$ cat src/design/dbgcard_pkg.sv
package dbgcard_pkg;

   // Control register bits
   localparam logic [7:0] SEL_GREEN = 8'h01;
   localparam logic [7:0] SEL_RIGHT = 8'h02;
   localparam logic [7:0] SEL_LEFT  = 8'h04;
   localparam logic [7:0] SEL_SPORT = 8'h20;
   localparam logic [7:0] SEL_SPCFG = 8'h40;
   localparam logic [7:0] CTL_INIT  = 8'h80;
   localparam logic [7:0] CTL_RESET = 8'hFF;
   localparam logic [7:0] SEL_ALL   = 8'h67;

   // Access kinds and register offsets
   localparam logic REQ_READ  = 1'b0;
   localparam logic REQ_WRITE = 1'b1;
   localparam logic REG_CTL   = 1'b0;
   localparam logic REG_DATA  = 1'b1;

   // Result kinds
   localparam logic KIND_RESP = 1'b0;
   localparam logic KIND_BYTE = 1'b1;

   typedef struct packed {
      logic latch_req;
      logic apply;
      logic rd_issue;
      logic load_flush;
      logic load_resp;
      logic clear_fill;
   } cmd_type;

   typedef struct packed {
      logic need_flush;
      logic flush_last;
      logic rsp_free;
   } sts_type;

endpackage

$ cat src/design/debug_card_led_display_serial_regs_unit.sv
// Channel  Direction  Beat contents
// req      in         req_type, req_reg_sel, req_write_value
// rsp      out        rsp_result_kind, rsp_read_value, rsp_serial_byte, rsp_last,
//                     rsp_red_leds, rsp_green_leds, rsp_right_digits, rsp_left_digits
//
// An access without a serial flush steps through accept, execute and load, set by
// the controller's state sequence; the response is then held in the output register.
// A flush adds a RAM read and an output load per buffered byte, plus a return
// to execute once the store is drained; each load waits while rsp is stalled.
// Reset is synchronous and active high; the serial store holds no reset.
// A stalled rsp holds the output register; the next req beat is taken once
// the response of the current access sits in the output register.
module debug_card_led_display_serial_regs_unit #(
   parameter int BUFFER_DEPTH = 32
) (
   input  logic       clock,
   input  logic       reset,
   input  logic       req_valid,
   output logic       req_ready,
   input  logic       req_type,
   input  logic       req_reg_sel,
   input  logic [7:0] req_write_value,
   output logic       rsp_valid,
   input  logic       rsp_ready,
   output logic       rsp_result_kind,
   output logic [7:0] rsp_read_value,
   output logic [7:0] rsp_serial_byte,
   output logic       rsp_last,
   output logic [7:0] rsp_red_leds,
   output logic [7:0] rsp_green_leds,
   output logic [7:0] rsp_right_digits,
   output logic [7:0] rsp_left_digits
);
   import dbgcard_pkg::*;

   cmd_type cmd;
   sts_type sts;

   // sequence each access: latch, flush the serial store if needed, apply, respond
   dbgcard_ctrl u_ctrl (
      .clock    (clock),
      .reset    (reset),
      .req_valid(req_valid),
      .req_ready(req_ready),
      .sts      (sts),
      .cmd      (cmd)
   );

   // hold the card registers, the serial store and the output register
   dbgcard_dp #(
      .BUFFER_DEPTH(BUFFER_DEPTH)
   ) u_dp (
      .clock           (clock),
      .reset           (reset),
      .cmd             (cmd),
      .sts             (sts),
      .req_type        (req_type),
      .req_reg_sel     (req_reg_sel),
      .req_write_value (req_write_value),
      .rsp_valid       (rsp_valid),
      .rsp_ready       (rsp_ready),
      .rsp_result_kind (rsp_result_kind),
      .rsp_read_value  (rsp_read_value),
      .rsp_serial_byte (rsp_serial_byte),
      .rsp_last        (rsp_last),
      .rsp_red_leds    (rsp_red_leds),
      .rsp_green_leds  (rsp_green_leds),
      .rsp_right_digits(rsp_right_digits),
      .rsp_left_digits (rsp_left_digits)
   );

endmodule

$ cat src/design/dbgcard_ram.sv
module dbgcard_ram #(
   parameter int WIDTH  = 8,
   parameter int DEPTH  = 32,
   parameter int ADDR_W = (DEPTH > 1) ? $clog2(DEPTH) : 1
) (
   input  logic              clock,
   input  logic              wr_en,
   input  logic [ADDR_W-1:0] wr_addr,
   input  logic [WIDTH-1:0]  wr_data,
   input  logic              rd_en,
   input  logic [ADDR_W-1:0] rd_addr,
   output logic [WIDTH-1:0]  rd_data
);

   logic [WIDTH-1:0] mem_ff [DEPTH];
   logic [WIDTH-1:0] rd_data_ff;

   always_ff @(posedge clock) begin
      if (wr_en) begin
         mem_ff[wr_addr] <= wr_data;
      end
      if (rd_en) begin
         rd_data_ff <= mem_ff[rd_addr];
      end
   end

   assign rd_data = rd_data_ff;

endmodule

$ cat src/design/dbgcard_ctrl.sv
module dbgcard_ctrl (
   input  logic                clock,
   input  logic                reset,
   input  logic                req_valid,
   output logic                req_ready,
   input  dbgcard_pkg::sts_type sts,
   output dbgcard_pkg::cmd_type cmd
);
   import dbgcard_pkg::*;

   localparam logic [2:0] ST_IDLE      = 3'd0;
   localparam logic [2:0] ST_EXEC      = 3'd1;
   localparam logic [2:0] ST_FLUSH_RD  = 3'd2;
   localparam logic [2:0] ST_FLUSH_OUT = 3'd3;
   localparam logic [2:0] ST_RESP      = 3'd4;

   logic [2:0] state_ff;
   logic [2:0] state_in;

   always_comb begin
      state_in  = state_ff;
      cmd       = '0;
      req_ready = 1'b0;
      case (state_ff)
         ST_IDLE: begin
            req_ready = 1'b1;
            if (req_valid) begin
               cmd.latch_req = 1'b1;
               state_in      = ST_EXEC;
            end
         end
         ST_EXEC: begin
            if (sts.need_flush) begin
               state_in = ST_FLUSH_RD;
            end else begin
               cmd.apply = 1'b1;
               state_in  = ST_RESP;
            end
         end
         ST_FLUSH_RD: begin
            cmd.rd_issue = 1'b1;
            state_in     = ST_FLUSH_OUT;
         end
         ST_FLUSH_OUT: begin
            if (sts.rsp_free) begin
               cmd.load_flush = 1'b1;
               if (sts.flush_last) begin
                  cmd.clear_fill = 1'b1;
                  state_in       = ST_EXEC;
               end else begin
                  state_in = ST_FLUSH_RD;
               end
            end
         end
         ST_RESP: begin
            if (sts.rsp_free) begin
               cmd.load_resp = 1'b1;
               state_in      = ST_IDLE;
            end
         end
         default: begin
            state_in = ST_IDLE;
         end
      endcase
   end

   always_ff @(posedge clock) begin
      if (reset) begin
         state_ff <= ST_IDLE;
      end else begin
         state_ff <= state_in;
      end
   end

   // a drained buffer always returns to re-evaluate the access
   a_clear_to_exec: assert property (@(posedge clock) disable iff (reset)
      cmd.clear_fill |=> state_ff == ST_EXEC)
      else $error("flush end did not return to exec");

   // a new request is only taken with the previous response issued
   a_accept_idle: assert property (@(posedge clock) disable iff (reset)
      cmd.latch_req |-> $past(state_ff) == ST_RESP || $past(state_ff) == ST_IDLE
                     || $past(reset))
      else $error("request accepted mid access");

endmodule

$ cat src/design/dbgcard_dp.sv
module dbgcard_dp #(
   parameter int BUFFER_DEPTH = 32
) (
   input  logic                 clock,
   input  logic                 reset,
   input  dbgcard_pkg::cmd_type cmd,
   output dbgcard_pkg::sts_type sts,
   input  logic                 req_type,
   input  logic                 req_reg_sel,
   input  logic [7:0]           req_write_value,
   output logic                 rsp_valid,
   input  logic                 rsp_ready,
   output logic                 rsp_result_kind,
   output logic [7:0]           rsp_read_value,
   output logic [7:0]           rsp_serial_byte,
   output logic                 rsp_last,
   output logic [7:0]           rsp_red_leds,
   output logic [7:0]           rsp_green_leds,
   output logic [7:0]           rsp_right_digits,
   output logic [7:0]           rsp_left_digits
);
   import dbgcard_pkg::*;

   localparam int AddrW = $clog2(BUFFER_DEPTH);
   localparam logic [AddrW-1:0] FillMax = AddrW'(BUFFER_DEPTH - 1);

   // latched request
   logic       type_ff;
   logic       sel_ff;
   logic [7:0] wval_ff;

   // card state
   logic [7:0] ctl_ff, ctl_in;
   logic [7:0] last_data_ff, last_data_in;
   logic [7:0] red_ff, red_in;
   logic [7:0] green_ff, green_in;
   logic [7:0] right_ff, right_in;
   logic [7:0] left_ff, left_in;
   logic [7:0] spcfg_ff, spcfg_in;
   logic [AddrW-1:0] fill_ff, fill_in;
   logic [AddrW-1:0] ptr_ff, ptr_in;

   // output register
   logic       out_valid_ff;
   logic       out_kind_ff;
   logic [7:0] out_rd_ff;
   logic [7:0] out_sb_ff;
   logic       out_last_ff;
   logic [7:0] out_red_ff, out_green_ff, out_right_ff, out_left_ff;

   logic       is_ctl_wr, is_dat_wr, is_init, is_reset_wr;
   logic       sport_sel, route_serial, ram_wr;
   logic [7:0] pick;
   logic [7:0] rd_value;
   logic [7:0] ram_rdata;

   assign is_ctl_wr    = (type_ff == REQ_WRITE) && (sel_ff == REG_CTL);
   assign is_dat_wr    = (type_ff == REQ_WRITE) && (sel_ff == REG_DATA);
   assign is_init      = (ctl_ff & CTL_INIT) != 8'h00;
   assign is_reset_wr  = is_ctl_wr && (wval_ff == CTL_RESET);
   assign sport_sel    = (ctl_ff & SEL_SPORT) != 8'h00;
   assign route_serial = ((ctl_ff & SEL_SPCFG) == 8'h00) && sport_sel;
   assign ram_wr       = cmd.apply && is_dat_wr && is_init && route_serial;

   always_comb begin
      if ((wval_ff & SEL_SPCFG) != 8'h00)      pick = SEL_SPCFG;
      else if ((wval_ff & SEL_SPORT) != 8'h00) pick = SEL_SPORT;
      else if ((wval_ff & SEL_LEFT) != 8'h00)  pick = SEL_LEFT;
      else if ((wval_ff & SEL_RIGHT) != 8'h00) pick = SEL_RIGHT;
      else if ((wval_ff & SEL_GREEN) != 8'h00) pick = SEL_GREEN;
      else                                     pick = 8'h00;
   end

   always_comb begin
      sts.need_flush =
         (is_ctl_wr && !is_reset_wr && is_init && sport_sel
          && ((wval_ff & SEL_SPORT) == 8'h00) && (fill_ff != '0))
         || (is_dat_wr && is_init && route_serial && (fill_ff >= FillMax));
      sts.flush_last = ptr_ff == (fill_ff - AddrW'(1));
      sts.rsp_free   = !out_valid_ff || rsp_ready;
   end

   always_comb begin
      if (type_ff == REQ_WRITE)             rd_value = 8'h00;
      else if (!is_init)                    rd_value = 8'hFF;
      else if (sel_ff == REG_CTL)           rd_value = ctl_ff;
      else if ((ctl_ff & SEL_SPCFG) != 8'h00) rd_value = spcfg_ff;
      else if (sport_sel)                   rd_value = 8'h00;
      else                                  rd_value = last_data_ff;
   end

   // apply the access to the card state
   always_comb begin
      ctl_in       = ctl_ff;
      last_data_in = last_data_ff;
      red_in       = red_ff;
      green_in     = green_ff;
      right_in     = right_ff;
      left_in      = left_ff;
      spcfg_in     = spcfg_ff;
      fill_in      = fill_ff;
      if (cmd.clear_fill) begin
         fill_in = '0;
      end
      if (cmd.apply) begin
         if (is_reset_wr) begin
            ctl_in       = CTL_INIT;
            last_data_in = 8'h00;
            red_in       = 8'h00;
            green_in     = 8'h00;
            right_in     = 8'h00;
            left_in      = 8'h00;
            spcfg_in     = 8'h00;
            fill_in      = '0;
         end else if (is_ctl_wr && is_init) begin
            ctl_in = (ctl_ff & ~SEL_ALL) | pick;
         end else if (is_dat_wr && is_init) begin
            last_data_in = wval_ff;
            if ((ctl_ff & SEL_SPCFG) != 8'h00) begin
               spcfg_in = wval_ff;
            end else if (sport_sel) begin
               fill_in = fill_ff + AddrW'(1);
            end else if ((ctl_ff & SEL_LEFT) != 8'h00) begin
               left_in = wval_ff;
            end else if ((ctl_ff & SEL_RIGHT) != 8'h00) begin
               right_in = wval_ff;
            end else if ((ctl_ff & SEL_GREEN) != 8'h00) begin
               green_in = wval_ff;
            end else begin
               red_in = wval_ff;
            end
         end
      end
   end

   always_comb begin
      ptr_in = ptr_ff;
      if (cmd.latch_req || cmd.clear_fill) begin
         ptr_in = '0;
      end else if (cmd.load_flush) begin
         ptr_in = ptr_ff + AddrW'(1);
      end
   end

   dbgcard_ram #(
      .WIDTH (8),
      .DEPTH (BUFFER_DEPTH),
      .ADDR_W(AddrW)
   ) u_store (
      .clock  (clock),
      .wr_en  (ram_wr),
      .wr_addr(fill_ff),
      .wr_data(wval_ff),
      .rd_en  (cmd.rd_issue),
      .rd_addr(ptr_ff),
      .rd_data(ram_rdata)
   );

   always_ff @(posedge clock) begin
      if (reset) begin
         ctl_ff       <= CTL_INIT;
         last_data_ff <= 8'h00;
         red_ff       <= 8'h00;
         green_ff     <= 8'h00;
         right_ff     <= 8'h00;
         left_ff      <= 8'h00;
         spcfg_ff     <= 8'h00;
         fill_ff      <= '0;
         ptr_ff       <= '0;
         out_valid_ff <= 1'b0;
      end else begin
         ctl_ff       <= ctl_in;
         last_data_ff <= last_data_in;
         red_ff       <= red_in;
         green_ff     <= green_in;
         right_ff     <= right_in;
         left_ff      <= left_in;
         spcfg_ff     <= spcfg_in;
         fill_ff      <= fill_in;
         ptr_ff       <= ptr_in;
         if (cmd.load_flush || cmd.load_resp) begin
            out_valid_ff <= 1'b1;
         end else if (rsp_ready) begin
            out_valid_ff <= 1'b0;
         end
      end
   end

   always_ff @(posedge clock) begin
      if (cmd.latch_req) begin
         type_ff <= req_type;
         sel_ff  <= req_reg_sel;
         wval_ff <= req_write_value;
      end
      if (cmd.load_flush || cmd.load_resp) begin
         out_kind_ff  <= cmd.load_flush ? KIND_BYTE : KIND_RESP;
         out_rd_ff    <= cmd.load_flush ? 8'h00 : rd_value;
         out_sb_ff    <= cmd.load_flush ? ram_rdata : 8'h00;
         out_last_ff  <= cmd.load_resp;
         out_red_ff   <= red_ff;
         out_green_ff <= green_ff;
         out_right_ff <= right_ff;
         out_left_ff  <= left_ff;
      end
   end

   assign rsp_valid        = out_valid_ff;
   assign rsp_result_kind  = out_kind_ff;
   assign rsp_read_value   = out_rd_ff;
   assign rsp_serial_byte  = out_sb_ff;
   assign rsp_last         = out_last_ff;
   assign rsp_red_leds     = out_red_ff;
   assign rsp_green_leds   = out_green_ff;
   assign rsp_right_digits = out_right_ff;
   assign rsp_left_digits  = out_left_ff;

   a_fill_bound: assert property (@(posedge clock) disable iff (reset)
      fill_ff <= FillMax)
      else $error("serial fill overran the buffer");

   a_no_overwrite: assert property (@(posedge clock) disable iff (reset)
      (cmd.load_flush || cmd.load_resp) |-> !(out_valid_ff && !rsp_ready))
      else $error("output register overwritten while held");

   a_byte_not_last: assert property (@(posedge clock) disable iff (reset)
      (out_valid_ff && out_kind_ff == KIND_BYTE) |-> !out_last_ff)
      else $error("flushed byte marked last");

   a_ptr_in_fill: assert property (@(posedge clock) disable iff (reset)
      cmd.rd_issue |-> ptr_ff < fill_ff)
      else $error("flush read beyond stored bytes");

endmodule

$ cat config.mk
export PLATFORM = sky130hd
export DESIGN_NAME = debug_card_led_display_serial_regs_unit
export DESIGN_NICKNAME = d
export VERILOG_FILES = /design/src/design/dbgcard_pkg.sv /design/src/design/debug_card_led_display_serial_regs_unit.sv /design/src/design/dbgcard_ram.sv /design/src/design/dbgcard_ctrl.sv /design/src/design/dbgcard_dp.sv
export SDC_FILE = /design/constraint.sdc
export NUM_CORES = 1
export LEC_CHECK = 0
export BUFFER_PORTS_ARGS = -buffer_cell sky130_fd_sc_hd__buf_2
export CAP_MARGIN = 40
export CORE_MARGIN = 8
export CORE_UTILIZATION = 25
export DETAILED_ROUTE_END_ITERATION = 7
export PLACE_DENSITY = 0.4
export SYNTH_ARGS = -nofsm -noshare
export SYNTH_HDL_FRONTEND = slang
export SYNTH_SLANG_ARGS = --single-unit
$ cat constraint.sdc
create_clock -name clock -period 6.7 [get_ports clock]
set_clock_uncertainty 0.15 [all_clocks]
set_input_delay 0.335 -clock clock [delete_from_list [all_inputs] [get_ports clock]]
set_output_delay 0.335 -clock clock [all_outputs]
set_load 0.02 [all_outputs]
# Yosys cells after proc, flatten, opt, wreduce, memory -nomap -nowiden
# Memories as Yosys holds them, arrays and structs flattened. A register that Yosys moved wholly into a read port is not among the register bits.
# Index checks and enable logic that the tools add are counted.
# Widths: inputs -> output; s select.
# totals
ff_bits	130
mem_bits_rw	256
input_bits	14
output_inout_bits	52
word_cells	164
n_memories	1
# mem_list
memory	depth	word_bits	read_ports	rd_clocked_by_memory_dff	write_ports	line_no	text
u_dp.u_store.mem_ff	32	8	1	1	1	dbgcard_ram.sv:15	logic [WIDTH-1:0] mem_ff [DEPTH];
# op_classes
addsub	3
n_lt_le_gt_ge	1
eq_ne	15
n_mux	77
bitwise	2
reduce_logical	43
# op_table
operator	n
$mux 8	42
$mux 5	7
$mux 1	18
$logic_and 1x1->1	16
$logic_not 8->1	2
$ne 2x2->1 const B	8
$reduce_and 8->1	2
$mux 3	5
$pmux 3 s5	1
$reduce_bool 2->1	7
$add 5x1->5 const B	2
$eq 8x8->1 const B	1
$or 8x8->8	1
$mux 7	1
$reduce_and 7->1	1
$eq 3x2->1 const B	2
$mux 6	1
$reduce_and 3->1	2
$reduce_and 6->1	1
$eq 5x5->1	1
$ge 5x5->1 const B	1
$reduce_bool 5->1	1
$sub 5x1->5 const B	1
$logic_or 1x1->1	4
other kinds (10)	13

# Longest topological paths before layout
# Gate-level depths: netlist (run 1).
# logic_depth
depth_word	17
depth_mapped	9
ltp_nobuf	7

# By module
# Synthesis (run 1) repeated with hierarchy kept, for this count alone.
# unflattened
cells_unflattened	862
area_unflattened_um2	15182.1
# modules_own_cells
mod	n_inst	cells_per_inst	area_per_inst_um2	seq_area_each_um2
dbgcard_ram	1	417	10133.5	7927.6
dbgcard_dp	1	420	4820.9	3103.0
dbgcard_ctrl	1	25	227.7	60.1

# Least setup slack after synthesis (run 1)
# OpenSTA, ideal clock, no wires.
# synth_timing
path_kind	flip-flop to flip-flop
start	register u_ctrl.state_ff[1]
end	register u_dp.out_green_ff[0] (netlist: u_dp.rsp_green_leds[0]), enable pin
setup_ps	527
t_arrival_ps	4185
required_ps	6023
setup_slack_ps	1839
path_stages_with_launch	5
n_path_buf	1
period_less_slack_ps	4861
path_cell_list	dfxtp_1 clkbuf_1 nor2_1 nand2_1 o21ai_0
# synth_between
elab_chain_cells	3
word_cells_on_any_way	5
cone_classes	eq/ne: 2; mux: 2; reduce/logical: 1
# synth_rtl
element	line_no	text
from (decl)	dbgcard_ctrl.sv:17	logic [2:0] state_ff;
from (signal assigned)	dbgcard_ctrl.sv:71	state_ff <= state_in;
$eq 3x2->1 or $eq 3x3->1 (tied branches)	dbgcard_ctrl.sv:24	case (state_ff)
$mux 1	dbgcard_ctrl.sv:24	
$logic_or 1x1->1 (*)	dbgcard_dp.sv:195	if (cmd.load_flush || cmd.load_resp) begin
to (signal assigned)	dbgcard_dp.sv:201	out_green_ff <= green_ff;
to (decl)	dbgcard_dp.sv:49	logic [7:0] out_red_ff, out_green_ff, out_right_ff, out_left_ff;
# Every way passes the cells marked *; elsewhere a longest branch is shown, timed or not.
# A chain may end at the register's enable or synchronous reset.

# Final worst setup path (run 1)
# layout_timing
start	register u_dp.fill_ff[0]
end	memory u_dp.u_store.mem_ff[4][2], enable pin
# layout_between
elab_chain_cells	10
word_cells_on_any_way	12
cone_classes	order compare: 1; mux: 4; reduce/logical: 7
# layout_rtl
element	line_no	text
from (decl)	dbgcard_dp.sv:40	logic [AddrW-1:0] fill_ff, fill_in;
from (signal assigned)	dbgcard_dp.sv:179	fill_ff <= fill_in;
$ge 5x5->1 or $reduce_bool 5->1 (tied branches)	dbgcard_dp.sv:78, dbgcard_dp.sv:77	
$logic_and 1x1->1 (on tied branches)	dbgcard_dp.sv:78, dbgcard_dp.sv:77	
$logic_or 1x1->1	dbgcard_dp.sv:78	|| (is_dat_wr && is_init && route_serial && (fill_ff >= FillMax));
$mux 1	dbgcard_ctrl.sv:33	if (sts.need_flush) begin
$mux 1	dbgcard_ctrl.sv:24	
$logic_and 1x1->1 (3 in series)	dbgcard_dp.sv:63	assign ram_wr = cmd.apply && is_dat_wr && is_init && route_serial;
$mux 1	dbgcard_ram.sv:19	if (wr_en) begin
$mux 1 (not written as such)	dbgcard_ram.sv:20	mem_ff[wr_addr] <= wr_data;
to (decl)	dbgcard_ram.sv:15	
# Parallel ways exist; a longest one is shown, timed or not.

==> out/metrics.cfg, run 1 <==
[critical_path]
crit_start=u_dp.fill_ff[0]
crit_end=u_dp.u_store.mem_ff[4][2]
reg2reg_to=u_dp.u_store.mem_ff[4][2]
crit_arrival_ns=3.63
cp_top_family=simple AND/OR/NAND/NOR gates
path_common_cell=ha_1
worst-path-stages=7
r2r-start=u_dp.fill_ff[0]
endpoint_kind=flop
rrSetupSlack_ns=3.10
reg2reg_depth=7
slowest_stage=nor2_1
cpPeakStageDelay_ns=0.74
path_cells=ha_1, and3_1, ha_1, a31oi_1, and2_1, nand2_1, nor2_1
worst-path-buf-inv=0
critPathKind=reg2reg
path_max_fanout=9
worstPathRequired_ns=6.73
start_kind=flop

[run]
drv_cap=0

[clock_network]
htreeDepth=2
cts_root_buffer=clkbuf_16
cts_buffer_depth=3
postCtsSetupBuffers=0
hold_buffers=12
cts_tree=done
cts_resized=0
clock-sinks=392
worst_skew_pair.late_latency_ns=0.57
clkTransAtPathRegs_ns=0.06
cts_buffers=43

[cells_and_area]
fin_area_um2=18400
n_antenna_cell=0
final_core_util_pct=29.9
syn2layout_area_growth_pct=18.2
n_fill_cell=6064
drive_above_1_share_pct=24.5
fin_nets=1003

[route]
drt_first_pass_iters=5
wl_per_cell_um=21.5
finalWirelength_mm=39.9
drc=0
drt-initial-drc-count=755
viasPerCell=4.40
ant_nets=0
dr_total_vias=8147

[placement]
dpl_cell_area_um2=16800
gp_congestion=0.726
io_buffers=65
place_hpwl_mm=25.2

[power]
power_density_nw_per_um2=285
power_leakage_nw=5.88
ir_worst_vdd_uv=165

[global_route]
grt_max_degree=80
use_met1_pct=16.1
antenna_found_initial=0
grt_use_met2_pct=17.3
grt_pass1_wl_mm=59.9
overflow=0
grt-busiest-layer=met2
met3_usage_pct=2.35
grt_pass1_vias=8403
track_usage_pct=11.3

[die]
die_x_um=266
dieArea_um2=70500
core_um2=61600
start_util_pct=25.3
fp-row-count=91
num_io_pins=66
die_h_um=266

[sta]
fmax_mhz=278
setup_violations=0
rsz0062_at_grt=false
hold_viol_final=0
slew_violations=0
relSlewSlack_pct=45.4
timing.final.crit_share_pct=53.7
worst_pin_slew_ns=0.819
setup_tns_ns=0
min_period_ns=3.60

[synthesis]
syn-num-nets=916
ys_warn_count=0
avgSynthCellArea_um2=17.4
ys_types=59
synth_edf_count=324
synth-async-reset-ratio_pct=0
ys_ff_latch=392
synth_commonest_cells=324 x edfxtp_1, 80 x mux4_2, 68 x dfxtp_1, 51 x nand2b_1, 50 x nor2_1
yosys-top-cells-area=edfxtp_1 62%, mux4_2 12%, dfxtp_1 8.7%, mux2i_1 2.3%, nand2b_1 2.0%
netlist_area_um2=15600
synth.top_cell.area_share_pct=62.5
yosysTopAreaCell=edfxtp_1
syn-instance-count=896
synth_most_common_cell=edfxtp_1
synth_top_flop_cell=edfxtp_1
ys_seq_area_share_pct=71.2

[outcome]
run_status=finished clean

[min_path]
hp-class=reg2reg

[final cells by class]
cell class / count / area [um^2] / share of cell area, %
Clock buffer: 49 / 1150 / 6.25
Clock inverter: 29 / 289 / 1.57
Inverter: 14 / 52.6 / 0.286
Multi-Input combinational cell: 437 / 4170 / 22.7
Sequential cell: 392 / 11100 / 60.3
Tap cell: 837 / 1050 / 5.69
Timing Repair Buffer: 95 / 596 / 3.24
[metrics by stage]
stage	setup WS (ns)	std cells	total power, mW	hold WS (ns)
final	3.10	1853	5.24	0.283
after global routing	2.80	1853	5.42	0.294
after CTS	3.04	1853	5.32	0.252
after detailed placement	3.06	1763	2.85	0.269
after global placement	3.11	1761	2.85	0.269
after floorplan	1.84	896	2.79	0.259
[worst min-delay path by stage]
stage	start	cells past startpoint	slack [ns]	endpoint
4_1_cts	reset	3	0.25	u_dp.last_data_ff[7]
5_1_grt	u_dp.green_ff[2]	0	0.29	u_dp.rsp_green_leds[2]
2_1_floorplan	u_dp.green_ff[0]	0	0.26	u_dp.rsp_green_leds[0]
6_report	u_dp.green_ff[4]	0	0.28	u_dp.rsp_green_leds[4]
3_5_place_dp	u_dp.left_ff[7]	0	0.27	u_dp.rsp_left_digits[7]
3_3_place_gp	u_dp.left_ff[7]	0	0.27	u_dp.rsp_left_digits[7]
[sequential cells by signal, indices dropped and copies added, names as in the netlist, 6 cells and up]
| name | count |
|---|---|
| u_dp.last_data_ff | 8 |
| u_dp.ctl_ff | 6 |
| u_dp.rsp_green_leds | 8 |
| u_dp.rsp_right_digits | 8 |
| u_dp.rsp_left_digits | 8 |
| u_dp.right_ff | 8 |
| u_dp.rsp_red_leds | 8 |
| u_dp.green_ff | 8 |
| u_dp.u_store.mem_ff | 256 |
| u_dp.u_store.rd_data | 8 |
| u_dp.wval_ff | 8 |
| u_dp.rsp_read_value | 8 |
| u_dp.red_ff | 8 |
| u_dp.spcfg_ff | 8 |
| u_dp.rsp_serial_byte | 8 |
| u_dp.left_ff | 8 |
[logic make-up (layout without fill, tap and decap cells)]
| group | after synthesis | after routing | share of synthesized area (%) |
|---|---|---|---|
| XOR/XNOR | 10 | 10 | 0.562 |
| adder cells (fa/ha/maj) | 6 | 6 | 0.482 |
| buffers and inverters | 67 | 187 | 2.05 |
| AO/OA/AOI/OAI | 82 | 82 | 3.50 |
| multiplexers | 124 | 124 | 14.5 |
| flip-flops | 392 | 392 | 71.2 |
| AND/OR/NAND/NOR | 215 | 215 | 7.72 |
[per-layer routing]
metal,vias to the layer above,wire length [um]
li1,3687,-
met1,4208,18900
met2,201,18100
met3,51,2000
met4,0,835
met5,-,0
[cells in the final DEF, fill, tap and decap left out, types with 14 or more instances in the layout]
cell,netlist,layout
a21oi_1,23,23
buf_2,9,65
buf_4,1,16
clkbuf_16,0,45
dfxtp_1,68,66
edfxtp_1,324,324
inv_1,14,14
mux2i_1,36,36
mux4_2,80,80
nand2_1,29,29
nand2b_1,51,51
nand3b_1,18,18
nor2_1,50,50
[where the power goes]
part	total, mW	switching (mW)	internal (mW)
clock	2.44	0.977	1.46
combinational	0.135	0.0991	0.0362
sequential	2.67	0.0139	2.65
total	5.24	1.09	4.15
Note: power is estimated with default switching activity, not from simulation.
==> inputs of run 2 (changes only) <==
Clock period 6.7 ns to 3.8 ns, I/O delays scaled along.
==> out/metrics.cfg, run 2 (synthesis results as in run 1) <==
[critical_path]
path_max_fanout=9
critPathKind=reg2reg
rrSetupSlack_ns=0.64
worstPathRequired_ns=3.83
crit_arrival_ns=3.19
path_common_cell=ha_1
cpPeakStageDelay_ns=0.70
slowest_stage=nor2_1
start_kind=flop
path_cells=ha_1, and3_1, ha_1, a31oi_1, buf_4, and2_1, nand2_1, nor2_1
r2r-start=u_dp.fill_ff[0]
endpoint_kind=flop
cp_top_family=simple AND/OR/NAND/NOR gates
crit_start=u_dp.fill_ff[0]
worst-path-buf-inv=1

[die]
die_h_um=266
fp-row-count=91
dieArea_um2=70500
start_util_pct=25.3
num_io_pins=66
core_um2=61600
die_x_um=266

[route]
finalWirelength_mm=38.8
drt-initial-drc-count=585
ant_nets=0
wl_per_cell_um=20.4
dr_total_vias=8202
drt_first_pass_iters=5
viasPerCell=4.32
drc=0

[global_route]
grt_max_degree=59
grt_pass1_vias=8639
overflow=0
track_usage_pct=10.9
grt_pass1_wl_mm=58.2
antenna_found_initial=5

[clock_network]
cts_tree=done
cts_buffer_depth=3
cts_resized=0
cts_root_buffer=clkbuf_16
clock-sinks=392
htreeDepth=2
worst_skew_pair.late_latency_ns=0.57
hold_buffers=12
cts_buffers=45
postCtsSetupBuffers=0
clkTransAtPathRegs_ns=0.06

[cells_and_area]
final_core_util_pct=30.8
n_antenna_cell=0
regMostFlops=u_dp.u_store.mem_ff
syn2layout_area_growth_pct=22.0
largest_register_ffs=256
drive_above_1_share_pct=28.3
fin_area_um2=19000
mostFrequentLayoutCells=324 x edfxtp_1, 80 x mux4_2, 66 x dfxtp_1
n_fill_cell=6023
fin_nets=1046
final_common_cell=edfxtp_1

[placement]
dp_slack_ns=0.726
gp_congestion=0.742
place_hpwl_mm=24.8
dpl_cell_area_um2=17200
io_buffers=65

[power]
power_leakage_nw=6.21
ir_worst_vdd_uv=285
power_density_nw_per_um2=520

[sta]
fmax_mhz=317
timing.final.crit_share_pct=83.1
slew_violations=0
relSlewSlack_pct=40.2
setup_ws_ns=0.643
rsz0062_at_grt=false
hold_viol_final=0
setup_tns_ns=0
worst_pin_slew_ns=0.897
min_period_ns=3.16
setup_violations=0

[min_path]
hold_start=reset
hp-class=in2reg

[outcome]
run_status=finished clean

[run]
drv_cap=0

run 2: cell types whose count changed in the layout (fill, tap and decap cells not counted), moves of 2 or more:
cell	delta
clkinvlp_4	+3
clkinv_4	+2
clkinv_2	-3
buf_4	+40
clkinv_1	-4
clkbuf_16	+2
bufinv_16	+7
buf_8	-2
buf_12	+3
run 2: worst paths after layout:
path,end,cells past startpoint
max reg2reg,u_dp.u_store.mem_ff[1][0],8
max,u_dp.u_store.mem_ff[1][0],8
min,u_dp.last_data_ff[6],2
min reg2reg,u_dp.rsp_right_digits[6],0
run 2: per-stage QoR:
stage,std cells,hold WS (ns),power (mW)
after floorplan,896,0.139,4.91
after global placement,1803,0.218,5.02
after detailed placement,1804,0.219,5.02
after CTS,1900,0.0853,10.0
after global routing,1900,0.173,10.2
final,1900,0.130,9.88
run 2: routing by layer:
layer	wire (um)	global-route usage, %	share of wire (%)
met5	0	0	0
met4	814	3.24	2.1
met3	1770	2.21	4.5
met2	18000	17.3	46
met1	18200	15.0	47
run 2: layout make-up:
type | instances | area [um^2] | area share, %
well taps | 837 | 1050 | 5.51
flip-flops and latches | 392 | 11100 | 58.4
multi-input cells | 437 | 4170 | 22.0
clock inverters | 35 | 518 | 2.73
clock buffers | 49 | 1180 | 6.23
repair buffers | 136 | 926 | 4.87
inverters | 14 | 52.6 | 0.277
run 2: worst register-to-register path, delay by kind of cell (launching register included):
| kind | cells | cell delay (ns) |
|---|---|---|
| adders and majority gates | 2 | 0.46 |
| AOI/OAI and AO/OA | 1 | 0.13 |
| DFF | 1 | 0.38 |
| buffers and inverters | 1 | 0.17 |
| and+or+nand+nor | 4 | 1.49 |
run 2: power breakdown:
group | internal, mW | switching [mW] | total, mW
clock | 3.14 | 1.81 | 4.94
combinational | 0.0658 | 0.170 | 0.236
sequential | 4.68 | 0.0189 | 4.70
total | 7.88 | 2.00 | 9.88
==> inputs of run 3 (changes only) <==
Settings changed: ABC_AREA set to 1.
Clock period 3.8 ns to 2.95 ns, I/O delays scaled along.
==> out/metrics.cfg, run 3 <==
[outcome]
run_status=finished clean

[die]
start_util_pct=25.1
num_io_pins=66
die_x_um=267
die_h_um=267
dieArea_um2=71100
core_um2=62600
fp-row-count=92

[power]
power_leakage_nw=6.79
ir_worst_vdd_uv=531
power_density_nw_per_um2=642

[critical_path]
endpoint_kind=flop
critPathKind=reg2reg
path_cells=ha_2, nand2_1, nor2_1, ha_1, o21bai_1, nand2_2, nand3_4, nor2_4, buf_4, nand2_4, nor2_1, buf_4
cp_top_family=simple AND/OR/NAND/NOR gates
worst-path-stages=12
worstPathRequired_ns=3.08
slowest_stage=dfxtp_1
start_kind=flop
reg2reg_depth=12
reg2reg_to=u_dp.u_store.mem_ff[23][7]
cpPeakStageDelay_ns=0.37
r2r-start=u_dp.fill_ff[0]
crit_arrival_ns=2.84
crit_end=u_dp.u_store.mem_ff[23][7]
path_max_fanout=8
worst-path-buf-inv=2
crit_start=u_dp.fill_ff[0]
rrSetupSlack_ns=0.24

[cells_and_area]
mostFrequentLayoutCells=324 x edfxtp_1, 290 x nor2_1, 176 x o21ai_0
drive_above_1_share_pct=15.5
n_antenna_cell=0
largest_register_ffs=256
regMostFlops=u_dp.u_store.mem_ff
syn2layout_area_growth_pct=21.3
final_common_cell=edfxtp_1
multi_input_comb_area_um2=4050
fin_nets=1541
n_fill_cell=6539
final-seq-area_um2=11100

[global_route]
grt_max_degree=86
grt_pass1_vias=11200
overflow=0
antenna_found_initial=0
track_usage_pct=12.9
grt_pass1_wl_mm=69.8

[sta]
min_period_ns=2.71
timing.final.crit_share_pct=91.9
hold-worst-slack_ns=0.127
worst_pin_slew_ns=0.877
fmax_mhz=369
relSlewSlack_pct=41.5
hold_viol_final=0
setup_violations=0
setup_ws_ns=0.238
slew_violations=0
rsz0062_at_grt=false
setup_tns_ns=0

[placement]
dp_slack_ns=0.149
io_buffers=65
gp_congestion=0.800
place_hpwl_mm=29.5

[synthesis]
syn-instance-count=1388
synth_edf_count=324
synth_commonest_cells=324 x edfxtp_1, 290 x nor2_1, 176 x o21ai_0, 165 x nand2_1, 69 x inv_1
syn-num-nets=1408
synth_top_flop_cell=edfxtp_1
netlist_area_um2=15700
ys_warn_count=0
yosys-top-cells-area=edfxtp_1 62%, dfxtp_1 8.7%, nor2_1 6.9%, o21ai_0 5.6%, nand2_1 3.9%
synth_most_common_cell=edfxtp_1
synth-async-reset-ratio_pct=0
ys_seq_area_share_pct=70.6
yosysTopAreaCell=edfxtp_1
avgSynthCellArea_um2=11.3
synth.top_cell.area_share_pct=61.9
ys_types=40
ys_ff_latch=392

[clock_network]
htreeDepth=2
worst_skew_pair.late_latency_ns=0.58
clkTransAtPathRegs_ns=0.06
cts_tree=done
cts_buffers=46
cts_root_buffer=clkbuf_16
clock-sinks=392
cts_buffer_depth=3

[route]
ant_nets=0
drt-initial-drc-count=732
drt_first_pass_iters=5
wl_per_cell_um=19.2
finalWirelength_mm=46.1
drc=0
dr_total_vias=10800
viasPerCell=4.50

[run]
drv_cap=0

[min_path]
hp-class=in2reg

==> run 3: cell count changes after synthesis, sizes merged, moves of 12 or more <==
cell,delta
a21oi,+15
and2,-12
inv,+59
mux2i,-36
mux4,-80
nand2,+143
nand2b,-51
nand3,+48
nand3b,-17
nor2,+243
o211ai,+30
o21ai,+157
o22ai,+35
==> run 3: what timing repair did <==
item / CTS / global route
resized for setup: 0 / 6
setup endpoints to repair: 0 / 256
hold buffers: 13 / 0
endpoints found under the hold margin: 30 / 0
buffers inserted: 0 / 5
==> run 3: routing by layer <==
layer	GRT usage, %	part of all wire [%]	up-vias
li1	-	-	5152
met5	0	0	-
met3	2.15	4.0	69
met2	21.4	49	204
met4	4.34	2.7	0
met1	16.9	45	5386
==> run 3: kinds of logic (layout without fill, tap and decap cells) <==
group                      after synthesis  count (layout)  synth area share [%]
and+or+nand+nor                        542             542                  14.3
DFF                                    392             392                  70.6
AOI/OAI and AO/OA                      300             300                  10.7
buffers and inverters                  146             316                  3.84
adders and majority gates                6               6                 0.478
xor gates and xnor gates                 2               2                 0.112
==> run 3: worst min path at each step <==
stage | from | slack (ns) | end | cells past startpoint
5_1_grt | req_reg_sel | 0.12 | u_dp.sel_ff | 2
2_1_floorplan | req_reg_sel | 0.1 | u_dp.sel_ff | 0
3_5_place_dp | req_write_value[3] | 0.18 | u_dp.wval_ff[3] | 1
3_3_place_gp | req_write_value[3] | 0.18 | u_dp.wval_ff[3] | 1
6_report | req_type | 0.13 | u_dp.type_ff | 2
4_1_cts | req_write_value[3] | 0.08 | u_dp.wval_ff[3] | 2
==> run 3: report_power, final <==
group          total (mW)  switching, mW  internal, mW
registers            6.12         0.0330          6.09
clock network        5.59           2.27          3.32
logic               0.509          0.397         0.111
total                12.2           2.70          9.52
==> run 3: worst register-to-register path: stages (launching register included) <==
cell	delay, ns
dfxtp_1	0.37
ha_2	0.24
nand2_1	0.08
nor2_1	0.04
ha_1	0.19
o21bai_1	0.17
nand2_2	0.14
nand3_4	0.13
nor2_4	0.23
buf_4	0.16
nand2_4	0.14
nor2_1	0.19
buf_4	0.17
==> run 3: layout make-up <==
type / count / area share [%]
well taps: 846 / 5.55
clock inverters: 30 / 1.39
clock buffers: 55 / 6.43
inverters: 77 / 1.58
multi-input cells: 850 / 21.3
flip-flops and latches: 392 / 58.2
repair buffers: 154 / 5.58
==> run 3: through the flow <==
step	cell area, um^2	utilization [%]	power (mW)	instances
after floorplan	15700	-	6.49	1388
after global placement	17400	27.8	6.75	2301
after detailed placement	17400	27.8	6.75	2301
after CTS	19000	30.3	12.4	2399
after global routing	19100	30.4	12.6	2404
final	19100	30.4	12.2	2404
